[config.mk]
export PLATFORM = sky130hd
export DESIGN_NAME = block_request_reply_tracker
export DESIGN_NICKNAME = d
export VERILOG_FILES = /design/src/rtl/brrt_pkg.sv /design/src/rtl/brrt_step.sv /design/src/rtl/block_request_reply_tracker.sv
export SDC_FILE = /design/constraint.sdc
export NUM_CORES = 1
export LEC_CHECK = 0
export BUFFER_PORTS_ARGS = -buffer_cell sky130_fd_sc_hd__buf_2
export CORE_ASPECT_RATIO = 0.6
export CORE_MARGIN = 1
export CORE_UTILIZATION = 31
export DETAILED_ROUTE_END_ITERATION = 6
export PLACE_DENSITY = 0.48
export SYNTH_ARGS = -nofsm -noshare
export SYNTH_HDL_FRONTEND = slang
export SYNTH_SLANG_ARGS = --single-unit
export TNS_END_PERCENT = 50
[constraint.sdc]
create_clock -name clk_i -period 13.9 [get_ports clk_i]
set_input_delay 0.695 -clock clk_i [delete_from_list [all_inputs] [get_ports clk_i]]
set_output_delay 0.695 -clock clk_i [all_outputs]
set_load 0.03 [all_outputs]
[src/rtl/brrt_pkg.sv]
package brrt_pkg;

  localparam int WINDOW_BLOCKS  = 32;
  localparam int BLOCK_BYTES    = 1024;
  localparam int PENDING_TARGET = 8;

  localparam int BLK_SHIFT  = $clog2(BLOCK_BYTES);
  localparam int IDX_W      = $clog2(WINDOW_BLOCKS);
  localparam int HDR_BYTES  = 6;
  localparam int MAX_PACKET = 2048;
  localparam int COUNT_MAX  = 63;

  localparam logic [7:0] TAG_FIRST  = 8'h51;  // 'Q'
  localparam logic [7:0] TAG_SECOND = 8'h72;  // 'r'

  typedef enum logic [1:0] {
    CMD_DEMAND  = 2'd0,
    CMD_REPLY   = 2'd1,
    CMD_TIMEOUT = 2'd2
  } cmd_e;

  typedef enum logic [2:0] {
    ST_NONE        = 3'd0,
    ST_ACCEPTED    = 3'd1,
    ST_BAD_TAG     = 3'd2,
    ST_STALE_ID    = 3'd3,
    ST_INDEX_RANGE = 3'd4,
    ST_DUPLICATE   = 3'd5
  } status_e;

  typedef logic [WINDOW_BLOCKS-1:0] mask_t;

  typedef struct packed {
    logic [1:0]  command;
    logic [23:0] room_bytes;
    logic [7:0]  tag_first;
    logic [7:0]  tag_second;
    logic [15:0] reply_id;
    logic [15:0] block_index;
    logic [11:0] packet_length;
  } item_t;

  typedef struct packed {
    logic        send_request;
    logic [15:0] request_id;
    logic [5:0]  request_blocks;
    status_e     reply_status;
    logic [10:0] copy_bytes;
    logic        first_accept;
    logic        unexpected_reply;
    logic [5:0]  outstanding_blocks;
  } result_t;

  typedef struct packed {
    logic [15:0] next_id;
    mask_t       cur_mask;
    mask_t       prev_mask;
    logic [5:0]  count;
    logic        locked;
  } state_t;

endpackage

[src/rtl/brrt_step.sv]
module brrt_step
  import brrt_pkg::*;
(
  input  item_t   item_i,
  input  state_t  state_i,
  output state_t  state_o,
  output result_t result_o
);

  logic [24:0] room_up;
  logic [24:0] blocks_need;
  logic [25:0] need_total;
  logic [6:0]  req_n;
  logic [7:0]  count_sum;
  logic [15:0] id_diff;
  logic        sel_cur;
  mask_t       sel_mask;
  logic        seen;
  logic [11:0] len;
  logic [11:0] copy_raw;

  // request sizing: room rounded up to whole blocks plus target minus outstanding, capped at the window
  assign room_up     = {1'b0, item_i.room_bytes} + 25'(BLOCK_BYTES - 1);
  assign blocks_need = room_up >> BLK_SHIFT;
  assign need_total  = {1'b0, blocks_need} + 26'(PENDING_TARGET) - 26'(state_i.count);
  assign req_n       = (need_total > 26'(WINDOW_BLOCKS)) ? 7'(WINDOW_BLOCKS)
                                                         : need_total[6:0];
  assign count_sum   = 8'(state_i.count) + 8'(req_n);

  // reply window: one behind is the current request, two behind the previous
  assign id_diff  = state_i.next_id - item_i.reply_id;
  assign sel_cur  = (id_diff == 16'd1);
  assign sel_mask = sel_cur ? state_i.cur_mask : state_i.prev_mask;
  assign seen     = sel_mask[item_i.block_index[IDX_W-1:0]];

  assign len      = (item_i.packet_length > 12'(MAX_PACKET)) ? 12'(MAX_PACKET)
                                                             : item_i.packet_length;
  assign copy_raw = (len > 12'(HDR_BYTES)) ? len - 12'(HDR_BYTES) : 12'd0;

  always_comb begin
    state_o  = state_i;
    result_o = '0;
    result_o.reply_status = ST_NONE;

    unique case (cmd_e'(item_i.command))
      CMD_DEMAND: begin
        if (state_i.count < 6'(PENDING_TARGET)) begin
          result_o.send_request   = 1'b1;
          result_o.request_id     = state_i.next_id;
          result_o.request_blocks = 6'(req_n);
          state_o.next_id         = state_i.next_id + 16'd1;
          state_o.prev_mask       = state_i.cur_mask;
          // blocks not asked for are preset so their replies count as duplicates
          if (req_n >= 7'(WINDOW_BLOCKS)) begin
            state_o.cur_mask = '0;
          end else begin
            state_o.cur_mask = {WINDOW_BLOCKS{1'b1}} << req_n;
          end
          state_o.count = (count_sum > 8'(COUNT_MAX)) ? 6'(COUNT_MAX) : count_sum[5:0];
        end
      end
      CMD_REPLY: begin
        priority if (item_i.tag_first != TAG_FIRST || item_i.tag_second != TAG_SECOND) begin
          result_o.reply_status = ST_BAD_TAG;
        end else if (id_diff != 16'd1 && id_diff != 16'd2) begin
          result_o.reply_status = ST_STALE_ID;
        end else if (item_i.block_index >= 16'(WINDOW_BLOCKS)) begin
          result_o.reply_status = ST_INDEX_RANGE;
        end else if (seen) begin
          result_o.reply_status = ST_DUPLICATE;
        end else begin
          result_o.reply_status = ST_ACCEPTED;
          if (sel_cur) begin
            state_o.cur_mask[item_i.block_index[IDX_W-1:0]] = 1'b1;
          end else begin
            state_o.prev_mask[item_i.block_index[IDX_W-1:0]] = 1'b1;
          end
          result_o.first_accept = !state_i.locked;
          state_o.locked        = 1'b1;
          // room below copy_raw is itself below 2048, so 11 bits hold it
          result_o.copy_bytes = (24'(copy_raw) > item_i.room_bytes)
                                ? item_i.room_bytes[10:0] : copy_raw[10:0];
          if (state_i.count == 6'd0) begin
            result_o.unexpected_reply = 1'b1;
          end else begin
            state_o.count = state_i.count - 6'd1;
          end
        end
      end
      CMD_TIMEOUT: begin
        state_o.count = 6'd0;
      end
      default: begin
      end
    endcase

    result_o.outstanding_blocks = state_o.count;
  end

endmodule

[src/rtl/block_request_reply_tracker.sv]
// Client-side request/reply tracker. Each input transaction (demand, reply header
// or timeout) yields exactly one result transaction. The block takes one
// transaction per cycle unless the result output stalls; a result is offered
// once its input has passed the input register, then the result register. The
// tracking state (next id, two received-block masks, outstanding count, source
// lock) is updated in the same cycle the result is registered, so back-to-back
// transactions see each other's effects in order. Writing start_id loads the
// next request id; do it only while no transaction is in flight.
module block_request_reply_tracker
  import brrt_pkg::*;
(
  input  logic        clk_i,
  input  logic        rst_ni,

  input  logic        cfg_we_i,
  input  logic [15:0] cfg_wdata_i,

  input  logic        in_valid_i,
  output logic        in_ready_o,
  input  logic [1:0]  command_i,
  input  logic [23:0] room_bytes_i,
  input  logic [7:0]  tag_first_i,
  input  logic [7:0]  tag_second_i,
  input  logic [15:0] reply_id_i,
  input  logic [15:0] block_index_i,
  input  logic [11:0] packet_length_i,

  output logic        out_valid_o,
  input  logic        out_ready_i,
  output logic        send_request_o,
  output logic [15:0] request_id_o,
  output logic [5:0]  request_blocks_o,
  output logic [2:0]  reply_status_o,
  output logic [10:0] copy_bytes_o,
  output logic        first_accept_o,
  output logic        unexpected_reply_o,
  output logic [5:0]  outstanding_blocks_o
);

  logic    in_valid_q;
  item_t   in_q;
  item_t   in_d;
  logic    res_valid_q;
  result_t res_q;
  result_t res_d;
  state_t  state_q;
  state_t  state_d;
  logic    advance;

  assign in_d = '{command:       command_i,
                  room_bytes:    room_bytes_i,
                  tag_first:     tag_first_i,
                  tag_second:    tag_second_i,
                  reply_id:      reply_id_i,
                  block_index:   block_index_i,
                  packet_length: packet_length_i};

  assign advance    = !res_valid_q || out_ready_i;
  assign in_ready_o = !in_valid_q || advance;

  brrt_step u_step (
    .item_i   (in_q),
    .state_i  (state_q),
    .state_o  (state_d),
    .result_o (res_d)
  );

  always_ff @(posedge clk_i or negedge rst_ni) begin
    if (!rst_ni) begin
      in_valid_q  <= 1'b0;
      res_valid_q <= 1'b0;
      state_q     <= '0;
    end else begin
      if (in_ready_o) begin
        in_valid_q <= in_valid_i;
      end
      if (advance) begin
        res_valid_q <= in_valid_q;
      end
      if (cfg_we_i) begin
        state_q.next_id <= cfg_wdata_i;
      end else if (in_valid_q && advance) begin
        state_q <= state_d;
      end
    end
  end

  always_ff @(posedge clk_i) begin
    if (in_valid_i && in_ready_o) begin
      in_q <= in_d;
    end
    if (in_valid_q && advance) begin
      res_q <= res_d;
    end
  end

  assign out_valid_o          = res_valid_q;
  assign send_request_o       = res_q.send_request;
  assign request_id_o         = res_q.request_id;
  assign request_blocks_o     = res_q.request_blocks;
  assign reply_status_o       = res_q.reply_status;
  assign copy_bytes_o         = res_q.copy_bytes;
  assign first_accept_o       = res_q.first_accept;
  assign unexpected_reply_o   = res_q.unexpected_reply;
  assign outstanding_blocks_o = res_q.outstanding_blocks;

endmodule

==> impl_results.md, run 1 <==
- Max stage delay on crit path: 0.76 ns
- Crit path from: in_q[70]$_DFFE_PP_
- First-pass GRT wire length: slightly above 60 mm
- TritonCTS clock tree: built
- Final WS setup: approximately 7 ns
- Clk_lat worst skew: 0.54 ns
- Share of total power in the clock network: 37.7%
- Vias in the first global route: between 10000 and 15000
- Layout area overhead: 16.15%
- Final Max Tran Viols: 0
- Clock buffer depth: 3
- Leak: 0.006148 uW
- Yosys synthesis warning count: 0
- Die X: 266.4 um
- Distinct cell type count after synthesis: 90
- Clock sink count: 220
- Yosys reg bits: 220
- Core Rows: 57
- Clk slew on worst S/H paths: 0.07 ns
- Hold Crit Class: in -> async
- Int Power: 1198 uW
- Post-layout min period: between 6 and 7 ns
- ANT cells: 0
- Estimated wirelength of the detail-placed design: approximately 29 mm
- Simple-Gate Fraction of Synth Area: a little under a fifth
- Initial antenna violation count: 0
- Die span in y: 160.6 um
- Worst slew pin tran: ~1.1 ns
- Sequential element share of the synthesized area: 47.39%
- Post-Route WL: 39.99 mm
- GPL Wtd Cong: 0.8647
- Fin util: 36.95%
- CP Capture Type: flip-flop
- Mapped Area: 13000 um^2
- Setup CP Type: reg -> reg
- Max Cap Viol: 0
- Xor-xnor portion of the synthesized cell area: around 2.3%
- Cells after Synth: 1322
- Dpl ws: 7.091 ns
- Die area: 42790 um^2
- Core area: 40870 um^2
- Synth Area in Compound Gates: 19.18%
- CP cell instances: nand3_1 > a31oi_1 > nand2_1 > xnor2_1 > ha_1 > xnor2_1 > ha_1 > or3b_2 > o211ai_1 > a311oi_1 > a41oi_1 > nor4_2 > and3b_1 > nand4_1 > nor2_1 > ha_1 > a21o_1 > a21oi_1 > o21bai_1 > a21o_1 > o31ai_1 > o21ai_0 > nor3b_1 > nor3_1
- Final period util: 49.79%
- Total GRT Usage: 18.60%
- Sw Share: 30.25%
- Total gr overflow: 0
- Share of layout cells above drive strength 1: 17.78%
- DRC viols: 0
- Fmax: approximately 140 MHz
- Most used cell, CP: ha_1
- Post-CTS resize count: 0
- Syn nets: 1475
- Fraction of the mapped netlist area in adder cells: 4.600%
- Commonest non-fill, non-tap cells in the layout: 173 x nor2_1, 152 x buf_2, 131 x edfxtp_1, 125 x a21oi_1, 89 x dfrtp_1
- Fin nets: 1603
- DR WL/cell: ~20 um
- Sw Pwr: 519.7 uW
- Post-CTS setup buffers: 0
- Syn Area/Cell: ~10 um^2
- Logic pwr share: 17.8%
- Antenna viol nets, final: 0
- Required time worst endpoint: ~14 ns
- # setup viols final: 0
- Clock root cell: clkbuf_16
- P per Cell Area: roughly 110 nW/um^2
- Design area: approximately 15000 um^2
- Largest family of logic cells by synthesized area: compound AO/OA/AOI/OAI gates
- CP startpoint kind: flip-flop
- VDD IR max: 0.07005 mV
- Commonest non-fill, non-tap cell in the layout: nor2_1
- Crit path max fanout: 11
- Setup TNS: 0 ns
- Mux share of post-synthesis cell area: under 10%
- CP Data Arrival Time: 7.21 ns
- Drt first-iter violations: 1053
- Fill count: 4167
- Worst clock skew: 0.01421 ns
- First-pass DRT Iterations: 7
- Outcome: finished clean
- TritonCTS buffer count: 25
- Largest net degree at the start of global routing: 65
- Dominant synthesized flop cell: edfxtp_1
- H-Tree Depth: 1
- Starting density of the core: 31.81%
- Number of enable flip-flop cells after synthesis: 131
- Slowest CP cell: a31oi_1
- CTS Hold Bufs: 0
- Sequential Power Share: 44.5%
- IO buf count: ~150
- Top Ports: 154
- Total number of vias: roughly 11000
- Hold Vio Cnt, Final: 0
- Final hold slack: 0.08067 ns
- Drt via density: 5.357
- Max-Slew Margin vs Limit: 25.35%
- Post-DP Area: 14330 um^2
- Fraction of registers with async set/reset: 40.45%
- RR Startpoint: in_q[70]$_DFFE_PP_
- RSZ-0062 raised after global routing: no
==> cells in the mapped netlist (5+ instances only) <==
master | n | area share [%]
and3_1 | 34 | 1.6
o211ai_1 | 6 | 0.35
ha_1 | 43 | 4.1
o21a_1 | 29 | 1.7
mux4_2 | 16 | 2.8
buf_2 | 9 | 0.35
nand2_1 | 76 | 2.2
o21ai_1 | 17 | 0.65
nand2b_1 | 15 | 0.72
or3_1 | 11 | 0.53
inv_1 | 58 | 1.7
or2_2 | 8 | 0.38
and2_1 | 11 | 0.53
o22ai_1 | 9 | 0.43
a2bb2oi_1 | 5 | 0.34
o221ai_1 | 5 | 0.34
a311oi_1 | 5 | 0.34
a31oi_1 | 30 | 1.4
a21oi_1 | 125 | 4.8
clkbuf_1 | 56 | 1.6
a221o_1 | 6 | 0.46
nor2_1 | 174 | 5.0
nor3b_1 | 8 | 0.46
mux2i_1 | 14 | 1.1
edfxtp_1 | 131 | 30
a21o_1 | 15 | 0.87
nor2b_1 | 10 | 0.48
dfrtp_1 | 89 | 17
xor2_1 | 8 | 0.54
o21ai_0 | 57 | 2.2
a211oi_1 | 11 | 0.64
o21bai_1 | 5 | 0.29
nand4_1 | 19 | 0.91
xnor2_1 | 26 | 1.8
o22a_1 | 9 | 0.61
nor3_1 | 27 | 1.0
nand3_1 | 28 | 1.1
nor4_1 | 17 | 0.82
==> power by group through the flow <==
stage / Sequential (uW) / Clock, uW / Combinational [uW]
after detailed placement: 777 / 0 / 305
after global routing: 768 / 690 / 339
after global placement: 777 / 0 / 303
after floorplan: 781 / 0 / 196
final: 764 / 647 / 306
after CTS: 764 / 666 / 306
==> kinds of logic (layout without fill, tap and decap cells) <==
group / count (synthesis) / after routing
AOI/OAI and AO/OA: 387 / 387
xor gates and xnor gates: 34 / 34
adders and majority gates: 46 / 46
buffers and inverters: 127 / 273
DFF: 220 / 220
muxes: 34 / 34
and+or+nand+nor: 474 / 474
==> flip-flops by register name, summed over array words and instances (netlist names) <==
name and cells:
unexpected_reply_o 1, request_id_o 16, out_valid_o 1, in_valid_q 1, copy_bytes_o 11, send_request_o 1, in_q 86, request_blocks_o 6
outstanding_blocks_o 6, first_accept_o 1, state_q 87, reply_status_o 3
==> area by class of cell <==
cell class              count  area (um^2)  area share, %
clock buffers              31        668.1          4.425
multi-input cells         975         6359          42.11
flip-flops and latches    220         6161          40.80
well taps                 560        700.7          4.640
clock inverters            14        102.6         0.6794
inverters                  59        221.5          1.467
repair buffers            169        888.4          5.883
==> worst max-delay path, delay by kind of cell (launching register included) <==
family	cells	cell delay (ns)
XOR/XNOR	2	0.33
flip-flops	1	0.45
AND/OR/NAND/NOR	9	1.93
AO/OA/AOI/OAI	10	2.95
adder cells (fa/ha/maj)	3	1.01
==> metrics by stage <==
step | total power [uW] | instances
3_3_place_gp | 1080 | 1983
3_5_place_dp | 1082 | 1983
5_1_grt | 1798 | 2028
4_1_cts | 1736 | 2028
2_1_floorplan | 977.7 | 1322
6_report | 1718 | 2028
==> worst paths after layout <==
check | to | slack (ns) | cells after the start
min in group clk_i | in_q[85]$_DFFE_PP_ | 0.32 | 1
worst max-delay path | outstanding_blocks_o[1]$_DFFE_PP_ | 6.98 | 24
worst max register to register | outstanding_blocks_o[1]$_DFFE_PP_ | 6.98 | 24
worst min-delay path | out_valid_o$_DFFE_PN0P_ | 0.08 | 1
worst min register to register | state_q[0]$_DFFE_PN0P_ | 0.49 | 1
max in group asynchronous | state_q[27]$_DFFE_PN0P_ | 12.58 | 2
==> metal layers <==
layer | part of all wire (%) | up-vias | track usage, % | wire length, um
met5 | 0 | - | 0 | 0
met1 | 52 | 5242 | 30.34 | 20870
met3 | 6.9 | 36 | 3.327 | 2747
met4 | 1.4 | 0 | 3.109 | 553
li1 | - | 5197 | - | -
met2 | 40 | 388 | 25.15 | 15820
No activity file was read; power rests on OpenSTA's default activity.
==> run 2: changes to the inputs <==
--- a/config.mk
+++ b/config.mk
@@ -10,7 +10,7 @@
 export CORE_MARGIN = 1
 export CORE_UTILIZATION = 31
 export DETAILED_ROUTE_END_ITERATION = 6
-export PLACE_DENSITY = 0.48
+export PLACE_DENSITY = 0.5
 export SYNTH_ARGS = -nofsm -noshare
 export SYNTH_HDL_FRONTEND = slang
 export SYNTH_SLANG_ARGS = --single-unit
==> constraint.sdc (replaced) <==
create_clock -name clk_i -period 6.35 [get_ports clk_i]
set_input_delay 0.3175 -clock clk_i [delete_from_list [all_inputs] [get_ports clk_i]]
set_output_delay 0.3175 -clock clk_i [all_outputs]
set_load 0.03 [all_outputs]
==> run 2 against run 1 <==
  * Die area did not move
  * Register-to-register slack got worse by 6.7 ns
  * Sequential power rose by 120%
  * First-iteration DRC count decreased by 11%
  * Maximum frequency up 15%
  * Core utilization increased by 2.4 points
  * Power rose by 120%
  * Worst setup slack worse by 6.7 ns
  * Non-clock buffer count up 101
  * Largest power group unchanged
==> impl_results.md, run 2 (synthesis gave the netlist of run 1 again) <==
- Outcome: finished clean
- Total number of vias: 11390
- H-Tree Depth: 1
- Fin nets: 1704
- TritonCTS clock tree: built
- Hold Vio Cnt, Final: 0
- Dpl ws: about 0.16 ns
- Post-layout min period: between 6 and 7 ns
- First-pass GRT wire length: 64.13 mm
- Clock sink count: 220
- Clock buffer depth: 3
- DR WL/cell: 19.16 um
- R2r setup slk: 0.31 ns
- Drt via density: 5.346
- Die span in y: roughly 160 um
- CP startpoint kind: flip-flop
- Layout area overhead: 23.85%
- Finished Layout Cells: approximately 2100
- GPL Wtd Cong: 0.8684
- Fill count: 4084
- Hold Crit Class: in -> reg
- Required time worst endpoint: 6.65 ns
- Reg-to-Reg End: outstanding_blocks_o[1]$_DFFE_PP_
- Core area: 40870 um^2
- # setup viols final: 0
- Multi-input gate area: 6410 um^2
- Crit path from: in_q[61]$_DFFE_PP_
- Flip-flop and latch area: 6161 um^2
- Clk_lat worst skew: 0.56 ns
- TritonCTS buffer count: 25
- Final Max Tran Viols: 0
- Setup CP Type: reg -> reg
- Top reg by flops: state_q
- Total gr overflow: 0
- Final period util: 95.14%
- Fmax: around 170 MHz
- Die area: 42790 um^2
- Setup crit end: outstanding_blocks_o[1]$_DFFE_PP_
- Post-Route WL: 40.82 mm
- DRC viols: 0
- CP Data Arrival Time: 6.34 ns
- Leak: 0.006578 uW
- Final WS setup: 0.3084 ns
- ANT cells: 0
- Top Ports: 154
- CP Capture Type: flip-flop
- Max-Slew Margin vs Limit: 28.77%
- Core Rows: 57
- Crit path max fanout: 6
- Commonest non-fill, non-tap cells in the layout: 173 x nor2_1, 152 x buf_2, 131 x edfxtp_1, 124 x a21oi_1, 91 x dlygate4sd3_1
- Max Cap Viol: 0
- Vias in the first global route: approximately 11000
- Worst slew pin tran: 1.059 ns
- Max FFs per register: 87
- IO buf count: 153
- Share of layout cells above drive strength 1: 17.90%
- Antenna viol nets, final: 0
- Clk slew on worst S/H paths: 0.06 ns
- Drt first-iter violations: 935
- Worst clock skew: 0.02624 ns
- Die X: 266.4 um
- Final hold slack: 0.02319 ns
- Post-Place Cells: 1989
- VDD IR max: 0.1736 mV
- Post-DP Area: 14380 um^2
- Starting density of the core: 31.81%
- First-pass DRT Iterations: 6
- Estimated wirelength of the detail-placed design: approximately 29 mm
- Worst-case reg-to-reg path depth: 25
- RR Startpoint: in_q[61]$_DFFE_PP_
- P per Cell Area: 234.0 nW/um^2
- Commonest non-fill, non-tap cell in the layout: nor2_1
- Initial antenna violation count: 0
- Clock root cell: clkbuf_16
- Largest net degree at the start of global routing: 73
- Total GRT Usage: 19.06%
- Design area: roughly 16000 um^2
[run 2: metal layers]
layer | GRT usage [%] | share of wire, %
met1 | 30.51 | 51
met3 | 3.711 | 7.1
met5 | 0 | 0
met2 | 26.20 | 40
met4 | 3.318 | 1.4
[run 2: stage by stage]
stage / util, % / TNS, ns / total power (uW)
after global routing: 39.40 / -0.006186 / 3947
after floorplan: - / 0 / 2140
after detailed placement: 35.19 / 0 / 2381
after global placement: 35.19 / 0 / 2373
after CTS: 39.22 / 0 / 3798
final: 39.40 / 0 / 3767
[run 2: critical path: stages (launching register included)]
cell and delay [ns]:
edfxtp_1 0.44, or4_4 0.60, o31ai_4 0.34, xnor2_2 0.15, ha_1 0.27, xnor2_1 0.14, ha_1 0.37, or3b_2 0.46
o211ai_1 0.13, a311oi_1 0.10, a41oi_2 0.24, nor4_2 0.08, and3b_1 0.17, nand4_1 0.08, buf_4 0.14, buf_4 0.13
nor2_1 0.07, fa_1 0.43, a21o_1 0.18, a21oi_1 0.22, o21bai_1 0.13, a21o_1 0.21, o31ai_2 0.27, o21ai_1 0.15
nor3b_2 0.21, nor3_1 0.07
[run 2: worst min path at each step]
| stage | from | to | slack (ns) | depth (start not counted) |
|---|---|---|---|---|
| 6_report | cfg_wdata_i[9] | state_q[80]$_DFFE_PN0P_ | 0.02 | 2 |
| 5_1_grt | cfg_wdata_i[9] | state_q[80]$_DFFE_PN0P_ | 0.003 | 2 |
| 4_1_cts | cfg_wdata_i[9] | state_q[80]$_DFFE_PN0P_ | 0.001 | 2 |
| 3_5_place_dp | rst_ni | state_q[80]$_DFFE_PN0P_ | 0.37 | 1 |
| 3_3_place_gp | rst_ni | state_q[80]$_DFFE_PN0P_ | 0.37 | 1 |
| 2_1_floorplan | rst_ni | in_valid_q$_DFFE_PN0N_ | 0.02 | 0 |
[run 2: layout make-up]
| type | count | share of cell area, % |
|---|---|---|
| Clock buffer | 29 | 3.979 |
| Clock inverter | 17 | 0.5828 |
| Inverter | 59 | 1.375 |
| Multi-Input combinational cell | 975 | 39.81 |
| Sequential cell | 220 | 38.26 |
| Tap cell | 560 | 4.352 |
| Timing Repair Buffer | 270 | 11.64 |
[run 2: repair_timing]
item                       4_1_cts  5_1_grt
setup buffers                    0        4
setup endpoints to repair        0       12
hold endpoints to repair       129        0
resized for setup                0       10
hold buffers                    91        0
[run 2: report_power, final]
group          leakage [uW]  internal, uW  switching, uW  total (uW)
clock network      0.000358           725            629        1350
logic               0.00376           286            453         739
registers           0.00246          1600           72.5        1670
total               0.00658          2610           1150        3770
==> run 3: changes to the inputs <==
--- a/config.mk
+++ b/config.mk
@@ -5,12 +5,13 @@
 export SDC_FILE = /design/constraint.sdc
 export NUM_CORES = 1
 export LEC_CHECK = 0
+export ABC_AREA = 1
 export BUFFER_PORTS_ARGS = -buffer_cell sky130_fd_sc_hd__buf_2
 export CORE_ASPECT_RATIO = 0.6
 export CORE_MARGIN = 1
 export CORE_UTILIZATION = 31
 export DETAILED_ROUTE_END_ITERATION = 6
-export PLACE_DENSITY = 0.5
+export PLACE_DENSITY = 0.49
 export SYNTH_ARGS = -nofsm -noshare
 export SYNTH_HDL_FRONTEND = slang
 export SYNTH_SLANG_ARGS = --single-unit
==> run 3 against run 2 <==
  * Maximum frequency increased by 9.1%
  * Largest power group unchanged
  * Core utilization decreased by 0.49 points
  * Combinational power increased by 140%
  * Worst setup slack improved by 0.50 ns
  * Area after synthesis increased by 7.5%
  * Routed wire length up 8.5%
  * Sequential cell count did not move
  * Non-clock buffer count decreased by 3
  * Die area up 7.4%
  * Clock power increased by 5%
  * Clock skew down 0.0052 ns
==> impl_results.md, run 3 <==
- Outcome: finished clean
- Total gr overflow: 0
- Layout area overhead: 22.13%
- Estimated wirelength of the detail-placed design: between 30 and 40 mm
- TritonCTS clock tree: built
- Max stage delay on crit path: slightly above 0.4 ns
- Hold EP: state_q[76]$_DFFE_PN0P_
- Fill count: approximately 4500
- Clock root cell: clkbuf_16
- Share of layout cells above drive strength 1: 12.58%
- Setup TNS: 0 ns
- Post-CTS resize count: 0
- GPL Wtd Cong: around 0.91
- CP Data Arrival Time: a little under 6 ns
- P per Cell Area: 308.4 nW/um^2
- Die area: 45950 um^2
- Post-layout min period: 5.539 ns
- Worst clock skew: around 0.021 ns
- First-pass DRT Iterations: 5
- Setup CP Type: reg -> reg
- Most used cell, CP: nor2_1
- Final period util: 87.23%
- Mapped Area: between 10000 and 15000 um^2
- Max Cap Viol: 0
- Core area: 43850 um^2
- Final Max Tran Viols: 0
- Top Ports: 154
- RSZ-0062 raised after global routing: no
- Cells after Synth: about 1800
- Top reg by flops: state_q
- Largest cells by area after synthesis: edfxtp_1 28%, dfrtp_1 16%, nand2_1 11%
- Total number of vias: 13050
- H-Tree Depth: 1
- Hold Crit Class: in -> reg
- Tot Pwr: 5262 uW
- Hold_sp: cfg_wdata_i[5]
- Share of the synthesized area in the top cell type: 28.16%
- Commonest non-fill, non-tap cells in the layout: 418 x nand2_1, 251 x inv_1, 212 x nor2_1, 152 x buf_2, 131 x edfxtp_1
- Worst slew pin tran: 0.9856 ns
- Total GRT Usage: between 10% and 20%
- ANT cells: 0
- Vias in the first global route: 12260
- Hold Crit Depth: 3
- CP Capture Type: flip-flop
- Leak: 0.007900 uW
- Post-Route WL: ~44 mm
- Reg-to-Reg End: outstanding_blocks_o[0]$_DFFE_PP_
- CP startpoint kind: flip-flop
- Syn Area/Cell: just under 8 um^2
- Synth area leader: edfxtp_1
- Die X: 276.1 um
- Yosys synthesis warning count: 0
- Largest net degree at the start of global routing: 69
- Post-CTS setup buffers: 0
- Slowest CP cell: edfxtp_1
- Sequential element share of the synthesized area: 44.10%
- Required time worst endpoint: 6.63 ns
- Core Rows: 59
- Fin nets: 2202
- Yosys reg bits: 220
- Max FFs per register: 87
- Clk slew on worst S/H paths: around 0.06 ns
- VDD IR max: between 0.15 and 0.2 mV
- Drt first-iter violations: 1153
- Clk_lat worst skew: 0.55 ns
- Distinct cell type count after synthesis: 51
- Clock sink count: 220
- Fraction of registers with async set/reset: 40.45%
- Worst-case reg-to-reg path depth: 30
- Die span in y: 166.4 um
- Drt via density: 4.930
- Commonest non-fill, non-tap cell in the layout: nand2_1
- Commonest cells in the synthesized netlist: 418 x nand2_1, 253 x inv_1, 212 x nor2_1
- Syn nets: roughly 2000
- DRC viols: 0
- First-pass GRT wire length: 70.07 mm
- DR WL/cell: 16.74 um
- Clock buffer depth: 3
- TritonCTS buffer count: 25
- Multi-input gate area: around 6500 um^2
- Crit path max fanout: 8
- Fmax: between 150 and 200 MHz
- Max-Slew Margin vs Limit: ~34%
- Antenna viol nets, final: 0
- CTS Hold Bufs: 95
- Starting density of the core: between 30% and 40%
- # setup viols final: 0
- Flip-flop and latch area: 6161 um^2
- Initial antenna violation count: 0
- IO buf count: roughly 150
- Hold Vio Cnt, Final: 0
- Number of enable flip-flop cells after synthesis: between 100 and 150
- RR Startpoint: in_q[64]$_DFFE_PP_
- Most frequent cell after synthesis: nand2_1
- Dominant synthesized flop cell: edfxtp_1
- R2r setup slk: 0.81 ns
run 3: worst max-delay path by stage:
stage	slack, ns	end	cells past startpoint	start
global placement	0.91	outstanding_blocks_o[0]$_DFFE_PP_	32	in_q[64]$_DFFE_PP_
finish	0.81	outstanding_blocks_o[0]$_DFFE_PP_	30	in_q[64]$_DFFE_PP_
CTS	0.80	outstanding_blocks_o[0]$_DFFE_PP_	30	in_q[69]$_DFFE_PP_
floorplan	1.50	outstanding_blocks_o[0]$_DFFE_PP_	30	in_q[68]$_DFFE_PP_
global route	0.19	outstanding_blocks_o[0]$_DFFE_PP_	34	in_q[69]$_DFFE_PP_
detailed placement	0.82	outstanding_blocks_o[0]$_DFFE_PP_	30	in_q[64]$_DFFE_PP_
run 3: critical path, delay by kind of cell, from the launching register on:
family,cells,cell delay (ns)
fa+ha+maj,3,0.94
buf+inv,3,0.24
simple gates,17,2.44
xor+xnor,2,0.34
flops,1,0.41
compound gates,5,0.90
run 3: metal layers:
layer | vias to the layer above | global-route usage, % | routed length [um]
met3 | 46 | 3.788 | 3058
met1 | 6051 | 30.13 | 23040
met4 | 0 | 3.619 | 762
met5 | - | 0 | 0
met2 | 433 | 26.88 | 17440
li1 | 6515 | - | -
run 3: where the power goes:
group	leakage (uW)	total [uW]	switching [uW]	internal (uW)
combinational	0.00519	1770	1160	610
clock	0.000385	1420	619	802
sequential	0.00233	2070	202	1870
run 3: cell type report:
type,count,area share (%)
multi-input cells,1271,38.16
flip-flops and latches,220,36.11
repair buffers,267,11.13
inverters,264,5.830
well taps,579,4.246
clock buffers,35,4.070
clock inverters,10,0.4546
run 3: metrics by stage:
step	instances	worst slack, ns	utilization, %	cell area, um^2	hold WS [ns]
after floorplan	1805	1.496	-	13970	0.02191
after global placement	2506	0.9093	34.98	15340	0.4117
after detailed placement	2506	0.8166	34.98	15340	0.4170
after CTS	2646	0.8035	38.91	17060	0.002648
after global routing	2646	0.1902	38.91	17060	0.02577
final	2646	0.8107	38.91	17060	0.02677
run 3: cell families after synthesis:
logic type	after synthesis	synth area share [%]
and+or+nand+nor	887	27.74
AOI/OAI and AO/OA	316	13.17
buffers and inverters	314	9.332
DFF	220	44.10
adders and majority gates	46	4.281
xor gates and xnor gates	22	1.379
